### src/sv/imu_caf_pkg.sv
// ----------------------------------------------------------------------------
// IMU attitude filter package
// Types, constants and helper functions shared by the filter modules.
// ----------------------------------------------------------------------------
`default_nettype none

package imu_caf_pkg;

  // Default parameter values.
  localparam int CORDIC_STEPS_DEF    = 16;
  localparam int ANGLE_FRAC_BITS_DEF = 6;

  // Port widths.
  localparam int IN_DATA_W  = 104;
  localparam int OUT_DATA_W = 48;
  localparam int OUT_ANG_W  = 15;
  localparam int CFG_IDX_W  = 1;
  localparam int CFG_DATA_W = 25;
  localparam int BLEND_W    = 17;
  localparam int PERIOD_W   = 25;
  localparam int ACCEL_W    = 17;
  localparam int RATE_W     = 16;

  // Register indexes.
  localparam logic [CFG_IDX_W-1:0] REG_BLEND_WEIGHT  = 1'd0;
  localparam logic [CFG_IDX_W-1:0] REG_SAMPLE_PERIOD = 1'd1;

  localparam logic [BLEND_W-1:0]  BLEND_RESET  = 17'd64880;
  localparam logic [BLEND_W-1:0]  BLEND_ONE    = 17'd65536;
  localparam logic [PERIOD_W-1:0] PERIOD_RESET = 25'd67109;

  // Datapath widths.
  localparam int ACC_W    = 24;
  localparam int MUL_A_W  = 32;
  localparam int MUL_B_W  = 26;
  localparam int MUL_P_W  = MUL_A_W + MUL_B_W;
  localparam int CRD_W    = 32;
  localparam int SQ_W     = 34;
  localparam int SQRT_IN_W  = 50;
  localparam int SQRT_OUT_W = 25;
  localparam int SQRT_CNT_W = 5;
  localparam int TAB_IDX_W  = 5;
  localparam int TAB_VAL_W  = 22;

  typedef logic signed [63:0]      wide_t;
  typedef logic signed [ACC_W-1:0] acc_t;
  typedef logic signed [MUL_A_W-1:0] mul_a_t;
  typedef logic signed [MUL_B_W-1:0] mul_b_t;
  typedef logic signed [MUL_P_W-1:0] mul_p_t;
  typedef logic signed [CRD_W-1:0]   crd_t;

  // CORDIC constants, angles in Q.16 degrees.
  localparam crd_t INV_GAIN_Q30 = 32'sd652032874;
  localparam crd_t FULL_TURN    = 32'sd23592960;
  localparam crd_t HALF_TURN_16 = 32'sd11796480;
  localparam crd_t QUARTER_16   = 32'sd5898240;

  localparam wide_t ACC_MAX = 64'sd8388607;
  localparam wide_t ACC_MIN = -64'sd8388608;

  // Command from the sequencer to the CORDIC unit.
  typedef struct packed {
    logic start;
    logic vec_mode;
  } cordic_cmd_t;

  // Sequencer states.
  typedef enum logic [5:0] {
    ST_IDLE, ST_SQ_X, ST_SQ_Y, ST_SQ_Z,
    ST_RT1_GO, ST_RT1_WAIT, ST_RT2_GO, ST_RT2_WAIT,
    ST_AT1_GO, ST_AT1_WAIT, ST_AT2_GO, ST_AT2_WAIT, ST_TILT,
    ST_SEED, ST_GX, ST_GY, ST_GZ, ST_GZ_USE, ST_REDUCE, ST_FOLD,
    ST_SIN_GO, ST_SIN_WAIT, ST_CR1, ST_CR1_USE, ST_CR2, ST_CR2_USE,
    ST_WRAP, ST_BL1, ST_BL2, ST_BL3, ST_BL4, ST_BL5, ST_DONE
  } state_t;

  // atan(2^-i) in Q.16 degrees.
  function automatic logic [TAB_VAL_W-1:0] atan_q16(input logic [TAB_IDX_W-1:0] idx);
    logic [TAB_VAL_W-1:0] t;
    case (idx)
      5'd0:  t = 22'd2949120;
      5'd1:  t = 22'd1740967;
      5'd2:  t = 22'd919879;
      5'd3:  t = 22'd466945;
      5'd4:  t = 22'd234379;
      5'd5:  t = 22'd117304;
      5'd6:  t = 22'd58666;
      5'd7:  t = 22'd29335;
      5'd8:  t = 22'd14668;
      5'd9:  t = 22'd7334;
      5'd10: t = 22'd3667;
      5'd11: t = 22'd1833;
      5'd12: t = 22'd917;
      5'd13: t = 22'd458;
      5'd14: t = 22'd229;
      5'd15: t = 22'd115;
      5'd16: t = 22'd57;
      5'd17: t = 22'd29;
      5'd18: t = 22'd14;
      5'd19: t = 22'd7;
      5'd20: t = 22'd4;
      5'd21: t = 22'd2;
      5'd22: t = 22'd1;
      default: t = 22'd0;
    endcase
    return t;
  endfunction

  // Round half up, then drop s fraction bits (s >= 1).
  function automatic wide_t rnd_sh(input wide_t v, input int s);
    wide_t half;
    half = 64'sd1 <<< (s - 1);
    return (v + half) >>> s;
  endfunction

  // Saturate to the accumulator range.
  function automatic acc_t sat_acc(input wide_t v);
    wide_t w;
    w = v;
    if (w > ACC_MAX) w = ACC_MAX;
    if (w < ACC_MIN) w = ACC_MIN;
    return w[ACC_W-1:0];
  endfunction

  // Wrap once into -h..h, then saturate.
  function automatic acc_t wrap_acc(input acc_t v, input wide_t h);
    wide_t w;
    w = 64'(v);
    if (w > h) w = w - 2 * h;
    else if (w < -h) w = w + 2 * h;
    return sat_acc(w);
  endfunction

  // Clamp to -h..h and keep the output field bits.
  function automatic logic [OUT_ANG_W-1:0] out_angle(input acc_t v, input wide_t h);
    wide_t w;
    w = 64'(v);
    if (w > h) w = h;
    if (w < -h) w = -h;
    return w[OUT_ANG_W-1:0];
  endfunction

endpackage

`default_nettype wire

### src/sv/imu_caf_mul.sv
// ----------------------------------------------------------------------------
// IMU attitude filter shared multiplier
// One signed multiplier with a registered product, time-shared by the sequencer.
// ----------------------------------------------------------------------------
`default_nettype none

module imu_caf_mul import imu_caf_pkg::*; (
  input  wire logic   clk,
  input  wire mul_a_t a,
  input  wire mul_b_t b,
  output mul_p_t      p
);

  // Product is registered and appears in the cycle after the operands.
  always_ff @(posedge clk) begin
    p <= a * b;
  end

endmodule

`default_nettype wire

### config.mk
export PLATFORM = sky130hd
export DESIGN_NAME = imu_caf_mul
export DESIGN_NICKNAME = d
export VERILOG_FILES = /design/src/sv/imu_caf_pkg.sv /design/src/sv/imu_caf_mul.sv
export SDC_FILE = /design/constraint.sdc
export NUM_CORES = 2
export LEC_CHECK = 0
export BUFFER_PORTS_ARGS = -buffer_cell sky130_fd_sc_hd__buf_2
export CORE_AREA = 2 2 307 309
export DETAILED_ROUTE_END_ITERATION = 12
export DIE_AREA = 0 0 309 311
export PLACE_DENSITY = 0.51
export SYNTH_ARGS = -nofsm -noshare
export SYNTH_HDL_FRONTEND = slang
export SYNTH_SLANG_ARGS = --single-unit
### constraint.sdc
create_clock -name clk -period 12.6 [get_ports clk]
set_clock_uncertainty 0.15 [all_clocks]
set_input_delay 2.52 -clock clk [delete_from_list [all_inputs] [get_ports clk]]
set_output_delay 2.52 -clock clk [all_outputs]
set_load 0.02 [all_outputs]
---- After elaboration in Yosys (flattened, before gate mapping) ----
Cells that the tools add are included.
word-level totals
  bits in registers ....................... 58
  output and inout port bits .............. 58
  word-level logic and storage cells ...... 2
operators by class
  $mul .................................... 1
operators by type and width
  kind                                            count
  32-bit by 26-bit multiplier with 58-bit output  1

---- Longest topological paths before layout ----
  depth after elaboration ................. 1
  gate-level depth with buffers ........... 26

---- Worst setup path after synthesis ----
Ideal clock, no wire load.
  path kind ............................... input to register
  start ................................... in b[2]
  end ..................................... reg p[50]
  library setup time ...................... 93 ps
  arrival time ............................ 9291 ps
  required time ........................... 12357 ps
  slack ................................... 3066 ps
  stages on the path ...................... 23
  buffers on the path ..................... 1
  cells stage by stage .................... clkbuf_1 nand2_1 inv_1 fa_1 fa_1 inv_1 fa_1 inv_1 fa_1 fa_1 fa_1 inv_1 fa_1 inv_1 ha_1 a21o_1 a221o_1 a21oi_1 and2b_2 or4b_1 or2_2 a311o_2 o311ai_2
on the way
  longest elaborated chain between the ends .. 1
ends and longest elaborated chain
  item                                            RTL line           source
  start, declared                                 imu_caf_mul.sv:10  input wire mul_b_t b,
  32-bit by 26-bit multiplier with 58-bit output  imu_caf_mul.sv:16  p <= a * b;
  end signal, assigned                            imu_caf_mul.sv:16
  end, declared                                   imu_caf_mul.sv:11  output mul_p_t p
No other way between the ends.

---- Final worst setup path ----
  start ................................... in b[2]
  end ..................................... reg p[53]
Same word-level chain as after synthesis.

==> impl_metrics.tcl <==
set metrics [dict create \
    grt-ovfl-total 0 \
    use_met1_pct 23.3 \
    dieArea_um2 96100 \
    path_class "input pin to register" \
    grt-busiest-layer "met2" \
    multiInputGateArea_um2 25400 \
    core_area_um2 92800 \
    cap_viol_max_count 0 \
    drcViolationCount 0 \
    port_buffers 116 \
    hold_ws_ps 2490 \
    area_growth_pct 6.51 \
    wire_per_inst_um 18.6 \
    slew_headroom_pct 26.6 \
    synthesis.nets 4326 \
    drt_pass1_iterations 5 \
    ctsResizeCount 0 \
    maxSlewViolCount 0 \
    cts-root-buf "clkbuf_16" \
    grt_usage_pct 18.5 \
    crit_path_end_kind "register" \
    synth_edf_count 0 \
    start_kind "input pin" \
    final_util_pct 34.9 \
    synth_seq_cells 58 \
    final_common_cell "fa_1" \
    cts_hold_buf 0 \
    first_global_vias 23400 \
    drtIter0Drc 1009 \
    min_period_ps 10930 \
    synth_area_per_cell_um2 9.33 \
    fin_area_um2 32300 \
    worst_pin_slew_ps 1100 \
    status "completed" \
    largest_reg_flops 58 \
    final_cell_mix "854 x fa_1, 824 x inv_1, 498 x nand2_1" \
    worstPathArrival_ps 11090 \
    crit_fanout 32 \
    gr-usage-met2_pct 31.9 \
    grt_pass1_wl_mm 135 \
    rsz0062_at_grt "false" \
    antenna_found_initial 9 \
    worstHoldEndpoint "p[0]" \
    placed_area_um2 32000 \
    netlist_area_um2 30400 \
    clkSlewWorstSetupHoldPaths_ps 70 \
    ys_seq_area_share_pct 3.82 \
    htree_levels 3 \
    pin_count 117 \
    drive_gt1_share_pct 5.38 \
    hold_depth 2 \
    reg_top3 "p: 58 flops" \
    initial_core_util_pct 32.7 \
    period_share_pct 86.7 \
    via_per_inst 4.66 \
    die_x_um 309 \
    nNetsFinal 4321 \
    drt_wl_total_mm 84.0 \
    synth-async-reset-ratio_pct 0 \
    cts_buffers 9 \
    postSynthCellCount 3255 \
    yosys_warnings 0 \
    met3_usage_pct 3.28 \
    ant_nets 0 \
    hold_viol_final 0 \
    largest_register "p" \
    cts_tree "done" \
    clk_path_buf_depth 2 \
    setup_viol 0 \
    crit_required_ps 12770 \
    fp.dieH_um 311 \
    seq_area_um2 1160 \
    grt_max_degree 33 \
    hpwl_mm 69.9 \
    postCtsSetupBuffers 0 \
    synth_ff_type "dfxtp_1" \
    gp_congestion 0.914 \
    nFillCells 9741 \
    synth_cell_type_count 70 \
    finalSetupTns_ps 0 \
    cts.sinks 58 \
    fp-row-count 112 \
    fmax_ghz 0.0915 \
    num_vias 21000 \
    hold_start "a[0]" \
    hp-class "input pin to register" \
]
==> Yosys cell counts, drive strengths merged (4+ instances only) <==
cell type,n,area share [%]
o21ai,35,0.59
xor2,18,0.52
inv,824,10
nor3,8,0.13
xnor2,41,1.2
fa,854,56
or3,7,0.15
ha,158,6.5
and3,7,0.15
nor2b,5,0.10
buf,7,0.17
nor2,51,0.63
dfxtp,58,3.8
a21oi,62,1.0
o31ai,6,0.15
nand2b,12,0.25
nand4,8,0.19
o311ai,4,0.14
and2,346,7.1
a21o,17,0.43
clkbuf,146,1.8
nand2,498,6.2
o21bai,12,0.30
nand3,14,0.23
a211oi,9,0.22
o21a,4,0.099
==> how the worst max path moves through the flow <==
stage,to,from
after floorplan,p[50],b[2]
after global placement,p[53],b[2]
after detailed placement,p[53],b[2]
after CTS,p[53],b[2]
after global routing,p[57],b[2]
final,p[53],b[2]
==> metrics by stage <==
step,instances,setup WS (ps)
after floorplan,3255,3070
after CTS,4509,1630
after detailed placement,4493,1220
after global placement,4493,1290
final,4513,1670
after global routing,4509,1190
==> per-layer routing <==
layer / up-vias / wire length, µm / share of wire, %
met4: 12 / 2540 / 3.0
met3: 98 / 4560 / 5.4
met2: 501 / 42400 / 51
li1: 9272 / - / -
met1: 11200 / 34400 / 41
met5: - / 78 / 0.093
==> logic make-up (layout without fill, tap and decap cells) <==
group,Yosys count,after routing,share of synthesized area [%]
other cells,0,4,0
compound gates,174,174,3.77
flops,58,58,3.82
xor+xnor,59,59,1.70
simple gates,971,971,15.5
fa+ha+maj,1012,1012,62.8
buf+inv,981,981,12.4
==> layout make-up <==
class,count,area share (%)
inverter,825,9.57
multi-input combinational,2216,78.7
antenna,4,0.0309
clock buffer,10,0.739
tap,1254,4.85
timing repair buffer,140,2.35
clock inverter,6,0.205
sequential,58,3.59
==> worst max-delay path, cell delays in order <==
cell and delay (ps):
buf_2 570, nand2_1 230, inv_1 170, fa_1 570, fa_1 780, inv_1 250
fa_1 610, fa_1 460, fa_1 580, fa_1 450, fa_1 500, inv_1 50
ha_1 440, nand4_1 200, nor3_1 670, o2111ai_1 750, a21bo_2 440, a211oi_1 440
o21ai_0 150, a211oi_1 200
Power is not shown: default switching activity piles up to over one toggle a cycle in this logic, so the estimate is an artifact.
