--- src/sv/imu_caf_pkg.sv ---
// ----------------------------------------------------------------------------
// IMU attitude filter package
// Types, constants and helper functions shared by the filter modules.
// ----------------------------------------------------------------------------
`default_nettype none

package imu_caf_pkg;

  // Default parameter values.
  localparam int CORDIC_STEPS_DEF    = 16;
  localparam int ANGLE_FRAC_BITS_DEF = 6;

  // Port widths.
  localparam int IN_DATA_W  = 104;
  localparam int OUT_DATA_W = 48;
  localparam int OUT_ANG_W  = 15;
  localparam int CFG_IDX_W  = 1;
  localparam int CFG_DATA_W = 25;
  localparam int BLEND_W    = 17;
  localparam int PERIOD_W   = 25;
  localparam int ACCEL_W    = 17;
  localparam int RATE_W     = 16;

  // Register indexes.
  localparam logic [CFG_IDX_W-1:0] REG_BLEND_WEIGHT  = 1'd0;
  localparam logic [CFG_IDX_W-1:0] REG_SAMPLE_PERIOD = 1'd1;

  localparam logic [BLEND_W-1:0]  BLEND_RESET  = 17'd64880;
  localparam logic [BLEND_W-1:0]  BLEND_ONE    = 17'd65536;
  localparam logic [PERIOD_W-1:0] PERIOD_RESET = 25'd67109;

  // Datapath widths.
  localparam int ACC_W    = 24;
  localparam int MUL_A_W  = 32;
  localparam int MUL_B_W  = 26;
  localparam int MUL_P_W  = MUL_A_W + MUL_B_W;
  localparam int CRD_W    = 32;
  localparam int SQ_W     = 34;
  localparam int SQRT_IN_W  = 50;
  localparam int SQRT_OUT_W = 25;
  localparam int SQRT_CNT_W = 5;
  localparam int TAB_IDX_W  = 5;
  localparam int TAB_VAL_W  = 22;

  typedef logic signed [63:0]      wide_t;
  typedef logic signed [ACC_W-1:0] acc_t;
  typedef logic signed [MUL_A_W-1:0] mul_a_t;
  typedef logic signed [MUL_B_W-1:0] mul_b_t;
  typedef logic signed [MUL_P_W-1:0] mul_p_t;
  typedef logic signed [CRD_W-1:0]   crd_t;

  // CORDIC constants, angles in Q.16 degrees.
  localparam crd_t INV_GAIN_Q30 = 32'sd652032874;
  localparam crd_t FULL_TURN    = 32'sd23592960;
  localparam crd_t HALF_TURN_16 = 32'sd11796480;
  localparam crd_t QUARTER_16   = 32'sd5898240;

  localparam wide_t ACC_MAX = 64'sd8388607;
  localparam wide_t ACC_MIN = -64'sd8388608;

  // Command from the sequencer to the CORDIC unit.
  typedef struct packed {
    logic start;
    logic vec_mode;
  } cordic_cmd_t;

  // Sequencer states.
  typedef enum logic [5:0] {
    ST_IDLE, ST_SQ_X, ST_SQ_Y, ST_SQ_Z,
    ST_RT1_GO, ST_RT1_WAIT, ST_RT2_GO, ST_RT2_WAIT,
    ST_AT1_GO, ST_AT1_WAIT, ST_AT2_GO, ST_AT2_WAIT, ST_TILT,
    ST_SEED, ST_GX, ST_GY, ST_GZ, ST_GZ_USE, ST_REDUCE, ST_FOLD,
    ST_SIN_GO, ST_SIN_WAIT, ST_CR1, ST_CR1_USE, ST_CR2, ST_CR2_USE,
    ST_WRAP, ST_BL1, ST_BL2, ST_BL3, ST_BL4, ST_BL5, ST_DONE
  } state_t;

  // atan(2^-i) in Q.16 degrees.
  function automatic logic [TAB_VAL_W-1:0] atan_q16(input logic [TAB_IDX_W-1:0] idx);
    logic [TAB_VAL_W-1:0] t;
    case (idx)
      5'd0:  t = 22'd2949120;
      5'd1:  t = 22'd1740967;
      5'd2:  t = 22'd919879;
      5'd3:  t = 22'd466945;
      5'd4:  t = 22'd234379;
      5'd5:  t = 22'd117304;
      5'd6:  t = 22'd58666;
      5'd7:  t = 22'd29335;
      5'd8:  t = 22'd14668;
      5'd9:  t = 22'd7334;
      5'd10: t = 22'd3667;
      5'd11: t = 22'd1833;
      5'd12: t = 22'd917;
      5'd13: t = 22'd458;
      5'd14: t = 22'd229;
      5'd15: t = 22'd115;
      5'd16: t = 22'd57;
      5'd17: t = 22'd29;
      5'd18: t = 22'd14;
      5'd19: t = 22'd7;
      5'd20: t = 22'd4;
      5'd21: t = 22'd2;
      5'd22: t = 22'd1;
      default: t = 22'd0;
    endcase
    return t;
  endfunction

  // Round half up, then drop s fraction bits (s >= 1).
  function automatic wide_t rnd_sh(input wide_t v, input int s);
    wide_t half;
    half = 64'sd1 <<< (s - 1);
    return (v + half) >>> s;
  endfunction

  // Saturate to the accumulator range.
  function automatic acc_t sat_acc(input wide_t v);
    wide_t w;
    w = v;
    if (w > ACC_MAX) w = ACC_MAX;
    if (w < ACC_MIN) w = ACC_MIN;
    return w[ACC_W-1:0];
  endfunction

  // Wrap once into -h..h, then saturate.
  function automatic acc_t wrap_acc(input acc_t v, input wide_t h);
    wide_t w;
    w = 64'(v);
    if (w > h) w = w - 2 * h;
    else if (w < -h) w = w + 2 * h;
    return sat_acc(w);
  endfunction

  // Clamp to -h..h and keep the output field bits.
  function automatic logic [OUT_ANG_W-1:0] out_angle(input acc_t v, input wide_t h);
    wide_t w;
    w = 64'(v);
    if (w > h) w = h;
    if (w < -h) w = -h;
    return w[OUT_ANG_W-1:0];
  endfunction

endpackage

`default_nettype wire

--- src/sv/imu_caf_cordic.sv ---
// ----------------------------------------------------------------------------
// IMU attitude filter CORDIC unit
// Iterative CORDIC in vectoring mode (arctangent) or rotation mode (sine).
// ----------------------------------------------------------------------------
`default_nettype none

module imu_caf_cordic import imu_caf_pkg::*; #(
  parameter int CORDIC_STEPS = CORDIC_STEPS_DEF
) (
  input  wire logic        clk,
  input  wire logic        rst,
  input  wire cordic_cmd_t cmd,
  input  wire crd_t        x0,
  input  wire crd_t        y0,
  input  wire crd_t        z0,
  output crd_t             y_out,
  output crd_t             z_out,
  output logic             done
);

  localparam int CW = (CORDIC_STEPS > 1) ? $clog2(CORDIC_STEPS) : 1;
  localparam logic [CW-1:0] LAST_I = CW'(CORDIC_STEPS - 1);

  crd_t          x, y, z;
  logic [CW-1:0] i;
  logic          run;
  logic          vmode;
  crd_t          dx, dy, tab;
  logic          neg;

  // One micro-rotation.
  always_comb begin
    dx  = y >>> i;
    dy  = x >>> i;
    tab = CRD_W'(atan_q16(TAB_IDX_W'(i)));
    neg = vmode ? (y > 0) : (z < 0);
  end

  // Iteration control.
  always_ff @(posedge clk) begin
    if (rst) begin
      run  <= 1'b0;
      done <= 1'b0;
      i    <= '0;
    end else begin
      done <= 1'b0;
      if (cmd.start) begin
        run <= 1'b1;
        i   <= '0;
      end else if (run) begin
        if (i == LAST_I) begin
          run  <= 1'b0;
          done <= 1'b1;
        end else begin
          i <= i + 1'b1;
        end
      end
    end
  end

  // Vector registers.
  always_ff @(posedge clk) begin
    if (cmd.start) begin
      x     <= x0;
      y     <= y0;
      z     <= z0;
      vmode <= cmd.vec_mode;
    end else if (run) begin
      if (neg) begin
        x <= x + dx;
        y <= y - dy;
        z <= z + tab;
      end else begin
        x <= x - dx;
        y <= y + dy;
        z <= z - tab;
      end
    end
  end

  assign y_out = y;
  assign z_out = z;

endmodule

`default_nettype wire

--- config.mk ---
export PLATFORM = sky130hd
export DESIGN_NAME = imu_caf_cordic
export DESIGN_NICKNAME = d
export VERILOG_FILES = /design/src/sv/imu_caf_pkg.sv /design/src/sv/imu_caf_cordic.sv
export SDC_FILE = /design/constraint.sdc
export NUM_CORES = 1
export LEC_CHECK = 0
export ABC_AREA = 1
export BUFFER_PORTS_ARGS = -buffer_cell sky130_fd_sc_hd__buf_4
export CORE_ASPECT_RATIO = 1.4
export CORE_MARGIN = 2
export CORE_UTILIZATION = 63
export CTS_BUF_LIST = sky130_fd_sc_hd__clkbuf_4 sky130_fd_sc_hd__clkbuf_8
export DETAILED_ROUTE_END_ITERATION = 6
export PLACE_DENSITY = 0.88
export SLEW_MARGIN = 5
export SYNTH_ARGS = -nofsm -noshare
export SYNTH_HDL_FRONTEND = slang
export SYNTH_SLANG_ARGS = --single-unit
export TNS_END_PERCENT = 50
--- constraint.sdc ---
create_clock -name clk -period 5.1 [get_ports clk]
set_clock_uncertainty 0.05 [all_clocks]
set_input_delay 0.255 -clock clk [delete_from_list [all_inputs] [get_ports clk]]
set_output_delay 0.255 -clock clk [all_outputs]
set_load 0.01 [all_outputs]
== After elaboration in Yosys (flattened, before gate mapping) ==
Memories as Yosys holds them, arrays and structs flattened. A register that Yosys moved wholly into a read port is not among the register bits.
Index checks and enable logic that the tools add are counted.
Widths: inputs -> output; s select.

* Add/sub/neg operators: 7
* Magnitude comparators: 2
* Equal/unequal tests: 1
* Shift operators: 2
* Muxes and demuxes: 16
* Bitwise logic cells: 2
* Reduce and logical (&&, ||, !) cells: 4

{| class="wikitable"
|+ Operators with widths
! kind !! number
|-
| $mux 32 || 9
|-
| $add 32x32->32 || 2
|-
| $sshr 32x4->32 || 2
|-
| $sub 32x32->32 || 2
|-
| $add 32x23->32 || 1
|-
| $gt 32x1->1 const B || 1
|-
| $lt 32x1->1 const B || 1
|-
| $sub 32x23->32 || 1
|-
| $mux 4 || 2
|-
| $mux 1 || 5
|-
| $add 4x1->4 const B || 1
|-
| $eq 4x4->1 const B || 1
|-
| $reduce_or 3->1 || 1
|-
| $not 1->1 || 2
|-
| $reduce_and 2->1 || 1
|-
| $reduce_bool 2->1 || 1
|-
| $reduce_or 2->1 || 1
|}

* Bits in registers: 103
* Memory bits (read-only): 352
* Input port bits: 100
* Output and inout port bits: 65
* Memories: 1

{| class="wikitable"
|+ Memories
! name !! words !! width !! rd ports !! clocked after Yosys merged registers in !! write ports !! RTL line !! RTL
|-
| (name not given) || 16 || 22 || 1 || 1 || 0 || imu_caf_pkg.sv:80 || <nowiki>case (idx)</nowiki>
|}

== Depth between registers and ports, before layout ==
* Depth in word-level cells: 5
* Gate-level depth with buffers: 32
* Gate-level depth less buffers: 30

== Worst setup path after synthesis ==
No wires, ideal clock.

* Kind: register to register
* From: register y[10] (netlist: y_out[10])
* To: register y[26] (netlist: y_out[26]), data pin
* Setup time: 0.254 ns
* Arrival time: 3.708 ns
* Slack: 1.089 ns
* Cell stages (with the launch flop): 26
* Path buffers: 3
* Cell sequence: edfxtp_1 nor4_1 nand3_1 nor2_1 o22a_1 buf_2 clkbuf_1 clkbuf_1 nand2_1 xnor2_1 ha_1 nand2_1 inv_1 o21ai_0 nand2_1 a21oi_1 o21ai_0 nand2_1 nand2_1 nand2_1 nand2_1 nand2_1 nand2_1 or2_2 nand3_1 nand2_1

* Cells in the longest elaborated chain, start to end: 5

{| class="wikitable"
|+ RTL lines
! what !! RTL line !! RTL
|-
| start, declared || imu_caf_cordic.sv:24 || <nowiki>crd_t x, y, z;</nowiki>
|-
| start signal, assigned || imu_caf_cordic.sv:65 || <nowiki>y <= y0;</nowiki>
|-
| start signal, assigned || imu_caf_cordic.sv:71 || <nowiki>y <= y - dy;</nowiki>
|-
| start signal, assigned || imu_caf_cordic.sv:75 || <nowiki>y <= y + dy;</nowiki>
|-
| $gt 32x1->1 || imu_caf_cordic.sv:36 || <nowiki>neg = vmode ? (y > 0) : (z < 0);</nowiki>
|-
| $mux 1 || imu_caf_cordic.sv:36 ||
|-
| $mux 32 (*) || imu_caf_cordic.sv:69 || <nowiki>if (neg) begin</nowiki>
|-
| $mux 32 (*) || imu_caf_cordic.sv:68 || <nowiki>end else if (run) begin</nowiki>
|-
| $mux 32 (*) || imu_caf_cordic.sv:63 || <nowiki>if (cmd.start) begin</nowiki>
|}

Mark *: on every way between the ends. The rest lies on a longest branch, timed or not. The select of a mux whose other input is x is not followed.
A chain may end at the register's enable or synchronous reset.

== Worst setup path in the final report ==
* From: register y[29] (netlist: y_out[29])
* To: register z[26] (netlist: z_out[26]), data pin

* Cells in the longest elaborated chain, start to end: 5

{| class="wikitable"
|+ RTL lines
! what !! RTL line !! RTL
|-
| $gt 32x1->1 || imu_caf_cordic.sv:36 ||
|-
| $mux 1 || imu_caf_cordic.sv:36 ||
|-
| $mux 32 || imu_caf_cordic.sv:69 ||
|-
| $mux 32 || imu_caf_cordic.sv:68 ||
|-
| $mux 32 || imu_caf_cordic.sv:63 ||
|-
| end signal, assigned || imu_caf_cordic.sv:66 || <nowiki>z <= z0;</nowiki>
|-
| end signal, assigned || imu_caf_cordic.sv:72 || <nowiki>z <= z + tab;</nowiki>
|-
| end signal, assigned || imu_caf_cordic.sv:76 || <nowiki>z <= z - tab;</nowiki>
|-
| end, declared || imu_caf_cordic.sv:24 ||
|}

No other way between the ends. The select of a mux whose other input is x is not followed.

==> results_dict.tcl <==
set metrics [dict create \
    timing.final.crit_share 0.931 \
    worst_ir_drop_vdd_mv 0.600 \
    syn_area_sq_mm 0.0160 \
    path_class "register to register" \
    ant_nets 0 \
    cts_sinks 125 \
    synth_edf_count 97 \
    yosysUniqueCellTypes 51 \
    crit_fanout 18 \
    holdWs_ns 0.00350 \
    setup-violations-final 0 \
    reg2reg_to "z_out[26]" \
    final_hold_viol_count 0 \
    stdcell_area_sq_mm 0.0185 \
    drt_wl_total_um 55500 \
    worst_slew_pin_slew_ns 1.09 \
    avgSynthCellArea_sq_um 6.00 \
    nets 3068 \
    worstSkewPairLatency_ns 0.50 \
    vias_per_cell 5.95 \
    slew-limit-headroom 0.272 \
    synth_flop_cell "edfxtp_1" \
    setup_tns_ns 0 \
    grt_overflow 0 \
    rsz0062_at_grt "false" \
    grt_pass1_wl_um 87400 \
    synth_warnings 0 \
    cts_buffer_depth 2 \
    synthCells 2672 \
    vias 19000 \
    fmax_ghz 0.211 \
    area_growth_pct 15.4 \
    num_rows 69 \
    min_path_type "input pin to register" \
    drcViolationCount 0 \
    ctsResizeCount 0 \
    syn_nets 2885 \
    dieHeight_um 193 \
    period_needed_ns 4.75 \
    antenna_cells 0 \
    ys_seq_area_frac 0.217 \
    ff2ff_setup_slack_ns 0.35 \
    cts_tree "built" \
    p_leak_uw 0.00931 \
    drtIter0Drc 1767 \
    powerDensity_mw_per_mm2 761 \
    outcome "finished, final reports clean" \
    core_area_sq_mm 0.0252 \
    async_flop_share 0 \
    grt_max_degree 95 \
    cts_made_buffers 17 \
    nFillCells 2175 \
    gp_congestion 1.05 \
    hpwl_um 43100 \
    cts_setup_buffers 0 \
    grt_use_total 0.404 \
    crit_arrival_ns 4.94 \
    drv_cap 0 \
    utilization 0.734 \
    port_buffers 164 \
    io_pins 165 \
    die_width_um 139 \
    yosys_register_bits 125 \
    dr.pass1.iters 6 \
    ctsHtreeMaxLevel 4 \
    drive_gt1_frac 0.113 \
    grt_pass1_vias 18100 \
    cp-endpoint "z_out[26]" \
    dpl_cell_area_sq_mm 0.0175 \
    worst-r2r-cell-count 27 \
    die-area_sq_mm 0.0268 \
    antenna_found_initial 0 \
    initial_core_util 0.636 \
    drv_slew 0 \
    startpoint "y_out[29]" \
    worstReg2RegStart "y_out[29]" \
    end_kind "register" \
    crit_required_ns 5.29 \
    start_kind "register" \
    avgRoutedWirePerCell_um 17.4 \
    power_uw 14100 \
    clkTransAtPathRegs_ns 0.08 \
    cts_root_buf "clkbuf_8" \
]
cell families (layout without fill, tap and decap cells):
group,Yosys count,after routing,share of synthesized area
xor gates and xnor gates,82,82,0.0448
and+or+nand+nor,1679,1679,0.447
adders and majority gates,113,113,0.0895
DFF,125,125,0.217
buffers and inverters,342,538,0.0854
AOI/OAI and AO/OA,331,331,0.117
how the worst min path moves through the flow:
stage | slack (ns) | depth (start not counted) | end | startpoint
global placement | 0.37 | 2 | run | rst
CTS | 0.000006 | 3 | x[9] | x0[9]
floorplan | 0.27 | 1 | run | rst
finish | 0.003 | 3 | x[9] | x0[9]
detailed placement | 0.37 | 2 | run | rst
global route | 0.01 | 3 | y_out[2] | y0[2]
layer usage:
layer	part of all wire	global-route usage	vias to the layer above
met5	0	0	-
met4	0.080	0.304	0
met3	0.073	0.0615	282
met2	0.48	0.698	981
met1	0.37	0.452	8455
li1	-	-	9240
cell usage in the layout, fill, tap and decap left out, types with 64 or more instances in the layout:
cell           count
nor2_1           248
o21ai_0           90
inv_1            230
ha_1             110
a21oi_1          131
nand3_1          392
dlygate4sd3_1     64
buf_4            186
edfxtp_1          97
nand2_1          893
cell usage after synthesis, types with 3 or more instances:
master / number / area share
edfxtp_1: 97 / 0.18
o21a_1: 4 / 0.0019
xor2_1: 59 / 0.032
buf_6: 4 / 0.0028
xnor2_1: 23 / 0.013
o221ai_1: 3 / 0.0016
o31ai_1: 15 / 0.0070
nor3_1: 27 / 0.0084
a31oi_1: 30 / 0.012
buf_2: 26 / 0.0081
a221oi_1: 3 / 0.0016
nor2_1: 248 / 0.058
buf_4: 6 / 0.0028
nor3b_1: 6 / 0.0028
nor4_1: 12 / 0.0047
dfxtp_1: 28 / 0.035
o21ai_1: 14 / 0.0044
a21oi_1: 131 / 0.041
nand3_1: 392 / 0.12
fa_1: 3 / 0.0037
o21bai_1: 13 / 0.0061
o21ai_0: 90 / 0.028
ha_1: 110 / 0.086
or2_2: 53 / 0.021
nand4_1: 22 / 0.0086
a21boi_0: 6 / 0.0028
nand2_1: 894 / 0.21
nor2_2: 8 / 0.0031
inv_1: 230 / 0.054
buf_1: 15 / 0.0035
clkbuf_1: 39 / 0.0091
a21o_1: 11 / 0.0051
nand3b_1: 3 / 0.0014
inv_2: 20 / 0.0047
nand2_2: 4 / 0.0016
area by class of cell:
cell class | count | area [sq um] | area share
clock buffers | 21 | 283 | 0.0153
clock inverters | 11 | 81.3 | 0.00439
inverters | 252 | 947 | 0.0512
multi-input cells | 2205 | 11200 | 0.605
flip-flops and latches | 125 | 3480 | 0.188
well taps | 319 | 399 | 0.0216
repair buffers | 254 | 2120 | 0.114
worst max-delay path, stage by stage, from the launching register on:
cell,delay [ns]
edfxtp_1,0.57
inv_1,0.13
nand3_1,0.09
nor2_1,0.21
nand3_1,0.10
nor2_1,0.10
o22a_2,0.17
clkinv_1,0.08
buf_4,0.22
nor2_1,0.14
xnor2_1,0.13
inv_1,0.07
ha_1,0.38
inv_1,0.05
o21ai_0,0.22
inv_1,0.07
o21ai_0,0.08
a21oi_1,0.11
o21ai_0,0.71
nand2_1,0.10
nand2_1,0.17
nand2_1,0.09
nand2_1,0.09
nand2_1,0.05
nand2_1,0.08
nand2_1,0.06
nand3_1,0.08
nand2_1,0.07
through the flow:
stage,cells,setup slack [ns]
floorplan,2672,1.09
global placement,3091,0.623
detailed placement,3091,0.525
CTS,3187,0.484
global route,3187,0.110
finish,3187,0.353
sequential cells by signal (all words and copies together), names as in the netlist:
name	cells
done	1
i	4
run	1
tab	22
vmode	1
x	32
y_out	32
z_out	32
where the power goes:
part           total [uW]  leakage (uW)  internal (uW)  switching (uW)
Clock                 870      0.000195            385             486
Sequential           2250       0.00121           1660             584
Combinational       11000       0.00790           3980            6980
Total               14100       0.00931           6030            8050
repair_timing:
action,in CTS,in global routing
setup endpoints to repair,0,0
hold buffers,64,0
hold endpoints to repair,64,0
Power figures use the tool's default switching activity.
