<file path="src/sv/imu_caf_pkg.sv">
// ----------------------------------------------------------------------------
// IMU attitude filter package
// Types, constants and helper functions shared by the filter modules.
// ----------------------------------------------------------------------------
`default_nettype none

package imu_caf_pkg;

  // Default parameter values.
  localparam int CORDIC_STEPS_DEF    = 16;
  localparam int ANGLE_FRAC_BITS_DEF = 6;

  // Port widths.
  localparam int IN_DATA_W  = 104;
  localparam int OUT_DATA_W = 48;
  localparam int OUT_ANG_W  = 15;
  localparam int CFG_IDX_W  = 1;
  localparam int CFG_DATA_W = 25;
  localparam int BLEND_W    = 17;
  localparam int PERIOD_W   = 25;
  localparam int ACCEL_W    = 17;
  localparam int RATE_W     = 16;

  // Register indexes.
  localparam logic [CFG_IDX_W-1:0] REG_BLEND_WEIGHT  = 1'd0;
  localparam logic [CFG_IDX_W-1:0] REG_SAMPLE_PERIOD = 1'd1;

  localparam logic [BLEND_W-1:0]  BLEND_RESET  = 17'd64880;
  localparam logic [BLEND_W-1:0]  BLEND_ONE    = 17'd65536;
  localparam logic [PERIOD_W-1:0] PERIOD_RESET = 25'd67109;

  // Datapath widths.
  localparam int ACC_W    = 24;
  localparam int MUL_A_W  = 32;
  localparam int MUL_B_W  = 26;
  localparam int MUL_P_W  = MUL_A_W + MUL_B_W;
  localparam int CRD_W    = 32;
  localparam int SQ_W     = 34;
  localparam int SQRT_IN_W  = 50;
  localparam int SQRT_OUT_W = 25;
  localparam int SQRT_CNT_W = 5;
  localparam int TAB_IDX_W  = 5;
  localparam int TAB_VAL_W  = 22;

  typedef logic signed [63:0]      wide_t;
  typedef logic signed [ACC_W-1:0] acc_t;
  typedef logic signed [MUL_A_W-1:0] mul_a_t;
  typedef logic signed [MUL_B_W-1:0] mul_b_t;
  typedef logic signed [MUL_P_W-1:0] mul_p_t;
  typedef logic signed [CRD_W-1:0]   crd_t;

  // CORDIC constants, angles in Q.16 degrees.
  localparam crd_t INV_GAIN_Q30 = 32'sd652032874;
  localparam crd_t FULL_TURN    = 32'sd23592960;
  localparam crd_t HALF_TURN_16 = 32'sd11796480;
  localparam crd_t QUARTER_16   = 32'sd5898240;

  localparam wide_t ACC_MAX = 64'sd8388607;
  localparam wide_t ACC_MIN = -64'sd8388608;

  // Command from the sequencer to the CORDIC unit.
  typedef struct packed {
    logic start;
    logic vec_mode;
  } cordic_cmd_t;

  // Sequencer states.
  typedef enum logic [5:0] {
    ST_IDLE, ST_SQ_X, ST_SQ_Y, ST_SQ_Z,
    ST_RT1_GO, ST_RT1_WAIT, ST_RT2_GO, ST_RT2_WAIT,
    ST_AT1_GO, ST_AT1_WAIT, ST_AT2_GO, ST_AT2_WAIT, ST_TILT,
    ST_SEED, ST_GX, ST_GY, ST_GZ, ST_GZ_USE, ST_REDUCE, ST_FOLD,
    ST_SIN_GO, ST_SIN_WAIT, ST_CR1, ST_CR1_USE, ST_CR2, ST_CR2_USE,
    ST_WRAP, ST_BL1, ST_BL2, ST_BL3, ST_BL4, ST_BL5, ST_DONE
  } state_t;

  // atan(2^-i) in Q.16 degrees.
  function automatic logic [TAB_VAL_W-1:0] atan_q16(input logic [TAB_IDX_W-1:0] idx);
    logic [TAB_VAL_W-1:0] t;
    case (idx)
      5'd0:  t = 22'd2949120;
      5'd1:  t = 22'd1740967;
      5'd2:  t = 22'd919879;
      5'd3:  t = 22'd466945;
      5'd4:  t = 22'd234379;
      5'd5:  t = 22'd117304;
      5'd6:  t = 22'd58666;
      5'd7:  t = 22'd29335;
      5'd8:  t = 22'd14668;
      5'd9:  t = 22'd7334;
      5'd10: t = 22'd3667;
      5'd11: t = 22'd1833;
      5'd12: t = 22'd917;
      5'd13: t = 22'd458;
      5'd14: t = 22'd229;
      5'd15: t = 22'd115;
      5'd16: t = 22'd57;
      5'd17: t = 22'd29;
      5'd18: t = 22'd14;
      5'd19: t = 22'd7;
      5'd20: t = 22'd4;
      5'd21: t = 22'd2;
      5'd22: t = 22'd1;
      default: t = 22'd0;
    endcase
    return t;
  endfunction

  // Round half up, then drop s fraction bits (s >= 1).
  function automatic wide_t rnd_sh(input wide_t v, input int s);
    wide_t half;
    half = 64'sd1 <<< (s - 1);
    return (v + half) >>> s;
  endfunction

  // Saturate to the accumulator range.
  function automatic acc_t sat_acc(input wide_t v);
    wide_t w;
    w = v;
    if (w > ACC_MAX) w = ACC_MAX;
    if (w < ACC_MIN) w = ACC_MIN;
    return w[ACC_W-1:0];
  endfunction

  // Wrap once into -h..h, then saturate.
  function automatic acc_t wrap_acc(input acc_t v, input wide_t h);
    wide_t w;
    w = 64'(v);
    if (w > h) w = w - 2 * h;
    else if (w < -h) w = w + 2 * h;
    return sat_acc(w);
  endfunction

  // Clamp to -h..h and keep the output field bits.
  function automatic logic [OUT_ANG_W-1:0] out_angle(input acc_t v, input wide_t h);
    wide_t w;
    w = 64'(v);
    if (w > h) w = h;
    if (w < -h) w = -h;
    return w[OUT_ANG_W-1:0];
  endfunction

endpackage

`default_nettype wire

</file>
<file path="src/sv/imu_caf_sqrt.sv">
// ----------------------------------------------------------------------------
// IMU attitude filter integer square root
// Bit-pair restoring square root, one result bit per cycle.
// ----------------------------------------------------------------------------
`default_nettype none

module imu_caf_sqrt import imu_caf_pkg::*; (
  input  wire logic                  clk,
  input  wire logic                  rst,
  input  wire logic                  start,
  input  wire logic [SQRT_IN_W-1:0]  radicand,
  output logic [SQRT_OUT_W-1:0]      root,
  output logic                       done
);

  localparam logic [SQRT_CNT_W-1:0] LAST_K = SQRT_CNT_W'(SQRT_OUT_W - 1);

  logic [SQRT_IN_W-1:0]  rem;
  logic [SQRT_IN_W-1:0]  r;
  logic [SQRT_CNT_W-1:0] k;
  logic                  run;
  logic [SQRT_IN_W-1:0]  bitv;
  logic [SQRT_IN_W-1:0]  trial;

  // Current bit pair and trial subtrahend.
  always_comb begin
    bitv  = SQRT_IN_W'(1) << {k, 1'b0};
    trial = r + bitv;
  end

  // Control: run for one step per result bit.
  always_ff @(posedge clk) begin
    if (rst) begin
      run  <= 1'b0;
      done <= 1'b0;
      k    <= '0;
    end else begin
      done <= 1'b0;
      if (start) begin
        run <= 1'b1;
        k   <= LAST_K;
      end else if (run) begin
        if (k == '0) begin
          run  <= 1'b0;
          done <= 1'b1;
        end else begin
          k <= k - 1'b1;
        end
      end
    end
  end

  // Datapath: conditional subtract and shift.
  always_ff @(posedge clk) begin
    if (start) begin
      rem <= radicand;
      r   <= '0;
    end else if (run) begin
      if (rem >= trial) begin
        rem <= rem - trial;
        r   <= (r >> 1) + bitv;
      end else begin
        r <= r >> 1;
      end
    end
  end

  assign root = r[SQRT_OUT_W-1:0];

endmodule

`default_nettype wire

</file>
<file path="config.mk">
export PLATFORM = sky130hd
export DESIGN_NAME = imu_caf_sqrt
export DESIGN_NICKNAME = d
export VERILOG_FILES = /design/src/sv/imu_caf_pkg.sv /design/src/sv/imu_caf_sqrt.sv
export SDC_FILE = /design/constraint.sdc
export NUM_CORES = 1
export LEC_CHECK = 0
export BUFFER_PORTS_ARGS = -buffer_cell sky130_fd_sc_hd__buf_2
export CAP_MARGIN = 15
export CORE_MARGIN = 4
export CORE_UTILIZATION = 56
export CTS_BUF_LIST = sky130_fd_sc_hd__clkbuf_8 sky130_fd_sc_hd__clkbuf_16
export DETAILED_ROUTE_END_ITERATION = 12
export HOLD_SLACK_MARGIN = 0.12
export PLACE_DENSITY = 0.86
export SYNTH_ARGS = -nofsm -noshare
export SYNTH_HDL_FRONTEND = slang
export SYNTH_SLANG_ARGS = --single-unit
</file>
<file path="constraint.sdc">
create_clock -name clk -period 15.16 [get_ports clk]
set_input_delay 1.516 -clock clk [delete_from_list [all_inputs] [get_ports clk]]
set_output_delay 1.516 -clock clk [all_outputs]
set_load 0.1 [all_outputs]
</file>
# After elaboration in Yosys (flattened, before gate mapping)
# Cells that the tools add are included.
# word_totals
ff_bits,107
output_inout_bits,26
wordCells,34
# classes
add_sub_neg,4
n_lt_le_gt_ge,1
eq_ne,1
n_shift,1
muxes,11
n_bitwise,2
reduce_logical,8
# op_table
operator,count
$mux W50,4
$add A49 B50 Y50,1
$add A50 B50 Y50,1
$ge A50 B50 Y1,1
$shl A1 B6 Y50 const A,1
$sub A50 B50 Y50,1
$mux W5,3
$reduce_and A2 Y1,3
$logic_not A5 Y1,1
$sub A5 B1 Y5 const B,1
$mux W1,4
$reduce_bool A2 Y1,2
$reduce_or A3 Y1,1
$ne A2 B2 Y1 const B,1
$not A1 Y1,2
$reduce_or A2 Y1,1

# Longest topological paths before layout
# Gate-level depths: netlist of run 1.
# depth
word_depth,6
ltp_mapped,30
depth_no_buf,27

# Worst setup path before layout of run 1
# Ideal clock, no wire load.
# synth_path
path_type,register to register
startpoint,register k[2]
endpoint,register rem[0] (enable)
setup_ps,527
arrival_ps,8565
slack_ps,6069
path_stages_with_launch,27
period_less_slack_ps,9091
path_cell_list,dfxtp_1 > clkbuf_1 > or2_2 > clkbuf_1 > nor2_1 > ha_1 > ha_1 > a21oi_1 > o311ai_0 > a21oi_1 > o21ai_0 > a31oi_1 > o31ai_1 > a21oi_1 > nor2b_1 > xnor2_1 > ha_1 > and3_1 > nand3_1 > nor2_1 > nand3_1 > a41o_1 > and2_1 > buf_6 > buf_6 > buf_4 > o21ai_0
# synth_between
elab_chain_len,5
# synth_rtl
item,line,rtl
from (decl),imu_caf_sqrt.sv:20,logic [SQRT_CNT_W-1:0] k;
from (signal assigned),imu_caf_sqrt.sv:47,k <= k - 1'b1;
$shl A1 B6 Y50,imu_caf_sqrt.sv:27,"bitv = SQRT_IN_W'(1) << {k, 1'b0};"
$add A50 B50 Y50,imu_caf_sqrt.sv:28,trial = r + bitv;
$ge A50 B50 Y1,imu_caf_sqrt.sv:59,if (rem >= trial) begin
$reduce_bool A2 Y1 (no line),-,
$reduce_and A2 Y1 (no line),-,
to (signal assigned),imu_caf_sqrt.sv:56,rem <= radicand;
to (signal assigned),imu_caf_sqrt.sv:60,rem <= rem - trial;
to (decl),imu_caf_sqrt.sv:18,logic [SQRT_IN_W-1:0] rem;
# No other way between the ends.
# A chain may end at the register's enable or synchronous reset.

# Worst setup path in the final report of run 1
# layout_path
startpoint,register k[0]
endpoint,register rem[34] (enable)
# Same word-level chain as after synthesis.

==> impl_results.md, run 1 <==
* Run status: finished, final reports clean
* H-tree depth at 3
* R2R Path Start: k[0]$_SDFFE_PP0P_
* Remaining global-route overflow at 0
* ANT cells at 0
* Startpoint types: flop
* TritonCTS clock tree: done
* Mapped Area at 10900 um^2
* WL per Instance at roughly 18 um
* Cell Pwr Density at 152 nW/um^2
* Max Slew Vio Count at 0
* Core footprint at about 19000 um^2
* First-pass GRT wire length at between 40000 and 50000 um
* Syn_area_per_cell at 7.79 um^2
* R2R setup slack at ~7.9 ns
* Clk buf depth at 2
* Worst Hold Path Cells at 2
* Period Utilization, post-route at a little under half
* CTS Buf Count at 9
* Hold_buf cts at 0
* RSZ-0062 raised after global routing: false
* CP Max Fanout at 45
* Row count at 50
* RePlAce Congestion at ~0.95
* Synth Register Bits at 107
* Critical path data required time at about 15 ns
* Die Wd at roughly 150 um
* Hold WC Path Type: flop to flop
* Initial drt markers at 1161
* Reg2reg path depth at 27
* Endpoint class of the critical path: flop
* Share of the synthesized area in the top cell type at ~14%
* Dpl cells at 1652
* Clock Skew at around 0.015 ns
* Vias at approximately 11000
* Die height at 147 um
* Post-synth ARST share at 0%
* Fin nets at 1564
* Initial antenna violation count at 0
* Worst vdd ir at around 94 uV
* Area growth, synth to finish at 5.93%
* Leak at 4.62 nW
* Fmax at 138 MHz
* Worst slew pin tran at around 0.92 ns
* Final Hold Fails at 0
* Adder-cell share of the synthesized area at ~13%
* ANT nets after route at 0
* Post-Synth XOR/XNOR Area at under 10%
* Clock slew at reported path FFs at roughly 0.080 ns
* Crit path time final at approximately 7.3 ns
* Cell with the most instances after synthesis: nand2_1
* Root buf cell: clkbuf_16
* Initial core utilization at 57.5%
* Setup TNS at 0 ns
* Max_cap viols at 0
* Synth top cells by count: nand2_1 (170), o21ai_0 (142), nor2_1 (132)
* Vias in the first global route at roughly 10000
* Tot GR Track Use at a little over a quarter
* DRT Pass-1 Iters at 7
* R2r endpoint: rem[34]$_DFFE_PP_
* Cts repair resizes at 0
* Fin cells at between 1500 and 2000
* Slew headroom at approximately 38%
* Yosys warns at 0
* Setup violators final at 0
* Via-to-Cell Ratio at between 6 and 7
* Crit path DAT at ~7.3 ns
* Synth Instances at roughly 1400
* Post-CTS setup repair buffer count at 0
* DRC at 0
* DIE AREA at 21700 um^2
* Ports at a little under 80
* Synth area leaders: edfxtp_1 (14%), ha_1 (12%), dfxtp_1 (11%)
* Kind of critical path: flop to flop
* Post-synth EDFFs at 50
* Synth Area in Simple Gates at 20.4%
* Clk Latency, worst-skew pair at roughly 0.38 ns
* Count of cell types in the netlist at 70
* Synth area leader: edfxtp_1
* Mux cell area share after synthesis at less than 1%
* Layout cells sized above 1 at ~9.0%
* Worst Hold End: r[0]$_SDFFE_PP0P_
* Largest family of logic cells by synthesized area: compound AO/OA/AOI/OAI gates
* Sequential area share after synthesis at about a quarter
* Compound-Gate Fraction of Synth Area at between 20% and 30%
* Mapped Nets at around 1600
* PortBufs at just under 80
* Largest net degree at the start of global routing at 84
* Drt total wl at 30100 um
* Ys flop type: dfxtp_1
* Post-DP HPWL at 22400 um
* # clock sinks at between 100 and 150
* Hold Path Origin: r[0]$_SDFFE_PP0P_
-- worst max-delay path, cell delays in order, from the launching register on --
cell and delay, ns:
dfxtp_1 0.37, inv_1 0.13, ha_1 0.18, nand2b_1 0.13, nor2_1 0.28, ha_1 0.27, ha_1 0.20, a21oi_1 0.10
o311ai_0 0.38, buf_4 0.22, a21oi_1 0.09, o21ai_0 0.45, a31oi_1 0.22, o21bai_1 0.28, a21oi_1 0.15, nor2b_1 0.13
o21ai_0 0.11, xor2_1 0.17, ha_1 0.41, and3_1 0.26, nand3_1 0.14, nor2_1 0.21, nand3_1 0.12, a41o_1 0.22
and2_1 0.16, buf_4 0.28, o21ai_4 0.73, buf_4 0.50
-- cell type report --
class	instances	area, um^2
clock buffers	11	264
clock inverters	5	62.6
fillers	1682	7380
inverters	22	82.6
multi-input cells	1178	7690
flip-flops and latches	107	2640
well taps	260	325
repair buffers	85	445
-- per-layer routing --
layer,vias to the layer above,track usage [%],share of wire (%)
met5,-,0,0
met4,0,9.51,3.1
met3,76,4.35,7.2
met2,453,45.6,47
met1,4996,34.5,42
li1,5178,-,-
-- logic make-up (layout without fill, tap and decap cells) --
family                     count (synthesis)  count (layout)
AOI/OAI and AO/OA                        468             468
muxes                                      5               5
buffers and inverters                    109             123
adders and majority gates                108             108
DFF                                      107             107
and+or+nand+nor                          480             480
xor gates and xnor gates                 117             117
-- power breakdown --
part           leakage (nW)  switching (mW)  total, mW  internal (mW)
sequential            0.972          0.0605      0.457          0.397
combinational          3.48           0.640       1.03          0.387
clock                 0.162           0.125      0.270          0.145
total                  4.62           0.826       1.75          0.929
-- metrics by stage --
| step | hold slack, ns | worst slack (ns) | instance area [um^2] | total power [mW] | util (%) |
|---|---|---|---|---|---|
| floorplan | 0.478 | 6.07 | 10900 | 1.27 | - |
| global placement | 0.512 | 8.42 | 11200 | 1.44 | 59.2 |
| detailed placement | 0.512 | 8.06 | 11200 | 1.46 | 59.2 |
| CTS | 0.523 | 8.01 | 11500 | 1.74 | 60.9 |
| global route | 0.543 | 7.29 | 11500 | 1.87 | 60.9 |
| finish | 0.514 | 7.89 | 11500 | 1.75 | 60.9 |
-- placed cells by master (no fill, tap or decap), drive strengths merged, types with 9 or more instances in the layout --
cell type	instances
a21o	39
a31oi	45
buf	85
o211ai	9
o21bai	23
inv	25
a211oi	21
ha	107
nor2	132
nor2b	17
a311oi	20
o31ai	11
or3	16
nor3	17
xnor2	57
nand4	28
nand2	172
nand2b	17
dfxtp	57
edfxtp	50
clkbuf	11
a21oi	82
and3	22
and2	15
o21ai	147
xor2	60
nand3	23
-- worst max-delay path by stage --
stage	from	endpoint	slack, ns
6_report	k[0]$_SDFFE_PP0P_	rem[34]$_DFFE_PP_	7.89
5_1_grt	k[0]$_SDFFE_PP0P_	rem[43]$_DFFE_PP_	7.29
4_1_cts	k[1]$_SDFFE_PP0P_	rem[41]$_DFFE_PP_	8.01
3_5_place_dp	k[0]$_SDFFE_PP0P_	rem[34]$_DFFE_PP_	8.06
3_3_place_gp	k[1]$_SDFFE_PP0P_	rem[34]$_DFFE_PP_	8.42
2_1_floorplan	k[2]$_SDFFE_PP0P_	rem[0]$_DFFE_PP_	6.07
-- sequential cells by signal, summed over array words and instances, names as in the netlist --
signal,cells
r,50
k,5
run,1
rem,50
done,1
(Power assumes the default switching activity.)
==> run 2: changes to the inputs <==
==> constraint.sdc (replaced) <==
create_clock -name clk -period 6.9 [get_ports clk]
set_input_delay 0.69 -clock clk [delete_from_list [all_inputs] [get_ports clk]]
set_output_delay 0.69 -clock clk [all_outputs]
set_load 0.1 [all_outputs]
==> run 2 against run 1 <==
Sequential cell count is the same. Combinational power grew 120%. Highest routed layer unchanged. Clock-buffer cell count shrank 2.
==> impl_results.md, run 2 (synthesis gave the netlist of run 1 again) <==
* Run status: finished, final reports clean
* Startpoint types: flop
* Critical path data required time at 7.17 ns
* Fin area at roughly 12000 um^2
* Hold WC Path Type: flop to flop
* Reg2reg path depth at 26
* Family with the most delay on the worst path: compound AO/OA/AOI/OAI gates
* Initial antenna violation count at 0
* Cts repair resizes at 0
* DP Worst Slack at 0.522 ns
* Core footprint at ~19000 um^2
* Crit path time final at roughly 6.5 ns
* H-tree depth at 3
* Sw frac at a little under half
* Sequential share of power at 26.4%
* Top flop regs: r: 50 flops, rem: 50 flops, k: 5 flops
* Worst path max stage delay at 0.42 ns
* Via-to-Cell Ratio at 6.36
* Fmax at approximately 150 MHz
* RSZ-0062 raised after global routing: false
* Critical Path Stages at 26
* Clk Latency, worst-skew pair at 0.37 ns
* Layout cells sized above 1 at a little under a tenth
* Largest net degree at the start of global routing at 86
* Worst Hold Path Cells at 2
* TritonCTS clock tree: done
* Most used cell along the critical path: ha_1
* Leak at approximately 4.6 nW
* Tot GR Track Use at between 20% and 30%
* DRT Pass-1 Iters at 5
* Kind of critical path: flop to flop
* Crit path DAT at 6.72 ns
* Clock Skew at between 0.01 and 0.015 ns
* Clk pwr share at between 10 and 15%
* Setup TNS at 0 ns
* Most common cell after layout, fill and taps aside: nand2_1
* PortBufs at a little under 80
* Final Hold Fails at 0
* Die height at around 150 um
* Clock slew at reported path FFs at ~0.080 ns
* Crit path max-delay cell type: ha_1
* Initial drt markers at ~1100
* Vias in the first global route at about 10000
* Fin nets at 1571
* Endpoint class of the critical path: flop
* Most frequent cells in the layout: nand2_1 (170), o21ai_0 (141), nor2_1 (132), ha_1 (107), a21oi_1 (82)
* Max_cap viols at 0
* Cell Area, Placed at about 11000 um^2
* Initial core utilization at 57.5%
* DRC at 0
* Remaining global-route overflow at 0
* CTS Buf Count at 9
* Cell-internal power at 2.00 mW
* Die Wd at ~150 um
* Worst vdd ir at between 200 and 250 uV
* Vias at approximately 11000
* PnR worst setup slack at about 0.45 ns
* ANT nets after route at 0
* DIE AREA at 21700 um^2
* Combinational power share at 60.1%
* Clk buf depth at 2
* Setup violators final at 0
* Cell Pwr Density at between 300 and 400 nW/um^2
* First-pass GRT wire length at 48400 um
* Max Slew Vio Count at 0
* ANT cells at 0
* Area growth, synth to finish at 6.08%
* Root buf cell: clkbuf_16
* Ports at between 70 and 80
* Sw Pwr at ~1.8 mW
* Worst slew pin tran at between 0.8 and 0.9 ns
* Buf+Inv Stages, Crit Path at 3
* Period Utilization, post-route at between 90 and 100%
* CP Max Fanout at 11
* WL per Instance at approximately 18 um
* Worst hold slack at between 0.5 and 0.6 ns
* Slew headroom at 40.9%
* Post-CTS setup repair buffer count at 0
* RePlAce Congestion at roughly 0.95
* Post-DP HPWL at ~22000 um
* Drt total wl at 29900 um
* # clock sinks at approximately 110
* Row count at 50
* Hold_buf cts at 0
-- run 2: stage by stage --
stage	cells	power, mW	util [%]
final	1675	3.81	61.0
after global routing	1675	4.08	61.0
after CTS	1675	3.78	61.0
after detailed placement	1659	3.25	59.5
after global placement	1659	3.18	59.5
after floorplan	1394	2.78	-
-- run 2: area by class of cell --
type                    instances  area [um^2]
multi-input cells            1178         7690
fillers                      1689         7370
flip-flops and latches        107         2640
repair buffers                 92          510
well taps                     260          325
clock buffers                   9          225
inverters                      22         82.6
clock inverters                 7         51.3
-- run 2: routing by layer --
metal,up-vias,global-route usage [%],part of all wire [%]
li1,5208,-,-
met1,4916,34.2,42
met2,442,45.0,47
met3,86,5.52,8.2
met4,0,9.27,3.4
met5,-,0,0
-- run 2: final timing paths --
path	start	endpoint	slack, ns
worst max-delay path	k[1]$_SDFFE_PP0P_	r[19]$_SDFFE_PP0P_	0.45
worst min-delay path	r[0]$_SDFFE_PP0P_	r[0]$_SDFFE_PP0P_	0.53
worst min register to register	r[0]$_SDFFE_PP0P_	r[0]$_SDFFE_PP0P_	0.53
worst max register to register	k[1]$_SDFFE_PP0P_	r[19]$_SDFFE_PP0P_	0.45
-- run 2: power by group through the flow --
stage | sequential [mW] | combinational, mW | clock [mW]
2_1_floorplan | 0.959 | 1.82 | 0
6_report | 1.01 | 2.29 | 0.516
5_1_grt | 1.02 | 2.51 | 0.551
4_1_cts | 1.00 | 2.25 | 0.526
3_3_place_gp | 1.00 | 2.18 | 0
3_5_place_dp | 1.01 | 2.24 | 0
-- run 2: worst reg2reg max path: stages (launching register included) --
cell and delay (ns):
dfxtp_1 0.40, inv_1 0.11, ha_1 0.22, nand2b_1 0.16
nor2_1 0.11, ha_1 0.36, a311oi_1 0.38, o31ai_1 0.12
buf_4 0.16, a21o_1 0.21, a21boi_1 0.31, o21bai_1 0.19
a21o_1 0.28, a31oi_1 0.26, o21bai_1 0.15, xnor2_1 0.15
ha_1 0.42, and3_1 0.28, and3_1 0.20, nand3_1 0.14
nor2_1 0.20, nand3_1 0.13, a41o_1 0.29, and2_2 0.29
buf_4 0.21, or3_1 0.35, a311oi_1 0.28
==> run 3: changes to the inputs <==
--- a/config.mk
+++ b/config.mk
@@ -8,11 +8,11 @@
 export BUFFER_PORTS_ARGS = -buffer_cell sky130_fd_sc_hd__buf_2
 export CAP_MARGIN = 15
 export CORE_MARGIN = 4
-export CORE_UTILIZATION = 56
+export CORE_UTILIZATION = 39
 export CTS_BUF_LIST = sky130_fd_sc_hd__clkbuf_8 sky130_fd_sc_hd__clkbuf_16
 export DETAILED_ROUTE_END_ITERATION = 12
 export HOLD_SLACK_MARGIN = 0.12
-export PLACE_DENSITY = 0.86
+export PLACE_DENSITY = 0.67
 export SYNTH_ARGS = -nofsm -noshare
 export SYNTH_HDL_FRONTEND = slang
 export SYNTH_SLANG_ARGS = --single-unit
==> run 3 against run 2 <==
Die area grew 41%. Cell count increased by 6.7%. Clock skew increased by 0.0038 ns. Critical path depth rose by 1. Critical path type unchanged. Register-to-register slack better by 0.07 ns. Sequential cell count stayed put. Via count decreased by 3.1%. First-iteration DRC count fell by 26%.
==> impl_results.md, run 3 (synthesis gave the netlist of run 1 again) <==
* Vias in the first global route at just under 10000
* Setup TNS at 0 ns
* Most common cell after layout, fill and taps aside: nand2_1
* DR WL met2 at 14100 um
* Combinational power share at 59.4%
* Row count at 60
* Hold WC Path Type: flop to flop
* Period Utilization, post-route at 92.5%
* Clk pwr share at about 15%
* Tot GR Track Use at just under 20%
* Buf+Inv Stages, Crit Path at 2
* Run status: finished, final reports clean
* Worst vdd ir at roughly 150 uV
* Worst path max stage delay at approximately 0.40 ns
* Fin cells at about 1800
* Cell-internal power at a little over 2 mW
* Top flop regs: r: 50 flops, rem: 50 flops, k: 5 flops
* Kind of critical path: flop to flop
* Startpoint types: flop
* Initial antenna violation count at 0
* Layout cells sized above 1 at roughly a tenth
* CTS Buf Count at 9
* Clk buf depth at 2
* H-tree depth at 3
* Most frequent cells in the layout: nand2_1 (169), o21ai_0 (141), nor2_1 (132), ha_1 (107), a21oi_1 (82)
* Cell Pwr Density at around 330 nW/um^2
* Initial core utilization at between 30% and 40%
* Most used cell along the critical path: a21o_1
* Remaining global-route overflow at 0
* Sw frac at 47.3%
* Max Slew Vio Count at 0
* # clock sinks at approximately 110
* DRC at 0
* Dpl cells at 1772
* PortBufs at slightly below 80
* Post-CTS setup repair buffer count at 0
* Sw Pwr at approximately 1.8 mW
* Routed met1 length at between 10000 and 15000 um
* Setup violators final at 0
* CP Max Fanout at 27
* Slew headroom at approximately two fifths
* Die height at approximately 170 um
* Crit path time final at roughly 6.4 ns
* ANT cells at 0
* Clock Skew at 0.0144 ns
* Largest net degree at the start of global routing at 82
* TritonCTS clock tree: done
* Root buf cell: clkbuf_16
* Clk Latency, worst-skew pair at about 0.37 ns
* DIE AREA at 30600 um^2
* Met3 wire length at between 2000 and 2500 um
* RePlAce Congestion at 0.934
* Ports at between 70 and 80
* Clock slew at reported path FFs at approximately 0.080 ns
* Max_cap viols at 0
* Vias at ~10000
* Fin nets at between 1500 and 2000
* Crit path DAT at 6.67 ns
* DRT Pass-1 Iters at 5
* Leak at 4.65 nW
* Initial drt markers at between 800 and 900
* ANT nets after route at 0
* Crit path max-delay cell type: dfxtp_1
* Die Wd at ~170 um
* Critical path data required time at ~7 ns
* Core footprint at around 27000 um^2
* Endpoint class of the critical path: flop
* Via-to-Cell Ratio at around 5.8
* Top Metal Used: met4
* Area growth, synth to finish at 7.82%
* Drt total wl at ~31000 um
* Final Hold Fails at 0
* Fmax at between 150 and 200 MHz
* Family with the most delay on the worst path: compound AO/OA/AOI/OAI gates
* RSZ-0062 raised after global routing: false
* WL per Instance at about 17 um
* Sequential share of power at between 20% and 30%
* First-pass GRT wire length at roughly 50000 um
* Worst slew pin tran at just under 0.9 ns
* Post-DP HPWL at roughly 24000 um
run 3: per-layer routing:
metal  track usage, %  vias to the layer above
met5                0                        -
met4             5.70                        0
met3             4.05                       47
met2             32.8                      314
met1             26.0                     4769
li1                 -                     5189
run 3: power groups by stage:
stage                     Clock (mW)  Sequential [mW]  Combinational [mW]
after floorplan                    0            0.959                1.82
after global placement             0             1.01                2.22
after detailed placement           0             1.01                2.26
after CTS                      0.580            0.999                2.27
after global routing           0.595             1.02                2.55
final                          0.563             1.00                2.29
run 3: worst paths after layout:
path / startpoint / endpoint / slack, ns / cells after the start
setup / recovery: k[1]$_SDFFE_PP0P_ / r[11]$_SDFFE_PP0P_ / 0.52 / 27
hold / removal: r[0]$_SDFFE_PP0P_ / r[0]$_SDFFE_PP0P_ / 0.51 / 2
setup reg to reg: k[1]$_SDFFE_PP0P_ / r[11]$_SDFFE_PP0P_ / 0.52 / 27
hold reg to reg: r[0]$_SDFFE_PP0P_ / r[0]$_SDFFE_PP0P_ / 0.51 / 2
run 3: timing repair:
| item | CTS | global route |
|---|---|---|
| endpoints found under the setup margin | 0 | 14 |
| hold buffers | 0 | 0 |
| gates resized for setup | 0 | 2 |
| endpoints found under the hold margin | 0 | 0 |
run 3: through the flow:
| stage | area [um^2] | util [%] | hold slack (ns) | power [mW] | setup slack, ns |
|---|---|---|---|---|---|
| 2_1_floorplan | 10900 | - | 0.478 | 2.78 | 0.127 |
| 3_3_place_gp | 11400 | 41.9 | 0.499 | 3.23 | 0.570 |
| 3_5_place_dp | 11400 | 41.9 | 0.502 | 3.27 | 0.378 |
| 4_1_cts | 11700 | 43.1 | 0.515 | 3.85 | 0.313 |
| 5_1_grt | 11700 | 43.1 | 0.592 | 4.16 | 0.0106 |
| 6_report | 11700 | 43.1 | 0.513 | 3.85 | 0.515 |
run 3: worst reg2reg max path, cell delays in order (launching register included):
cell and delay (ns):
dfxtp_1 0.40, inv_1 0.10, ha_1 0.22, nand2b_1 0.15, nor2_1 0.10, ha_1 0.33, a311oi_1 0.35, o31ai_2 0.17
a21o_1 0.23, a21boi_1 0.30, o21bai_1 0.19, a21o_1 0.27, a21o_1 0.20, a31o_2 0.30, a21oi_1 0.18, xor2_1 0.18
ha_1 0.32, a21o_1 0.20, a21oi_1 0.16, o21bai_1 0.10, a21o_1 0.18, a211o_1 0.29, a21oi_1 0.26, nand2_2 0.25
buf_4 0.29, and2_1 0.18, xnor2_1 0.12, a211oi_1 0.25
run 3: area by class of cell:
class	instances	area [um^2]
Sequential cell	107	2640
Multi-Input combinational cell	1178	7690
Timing Repair Buffer	93	518
Fill cell	2837	15500
Inverter	22	82.6
Clock inverter	6	61.3
Clock buffer	10	250
Tap cell	372	465
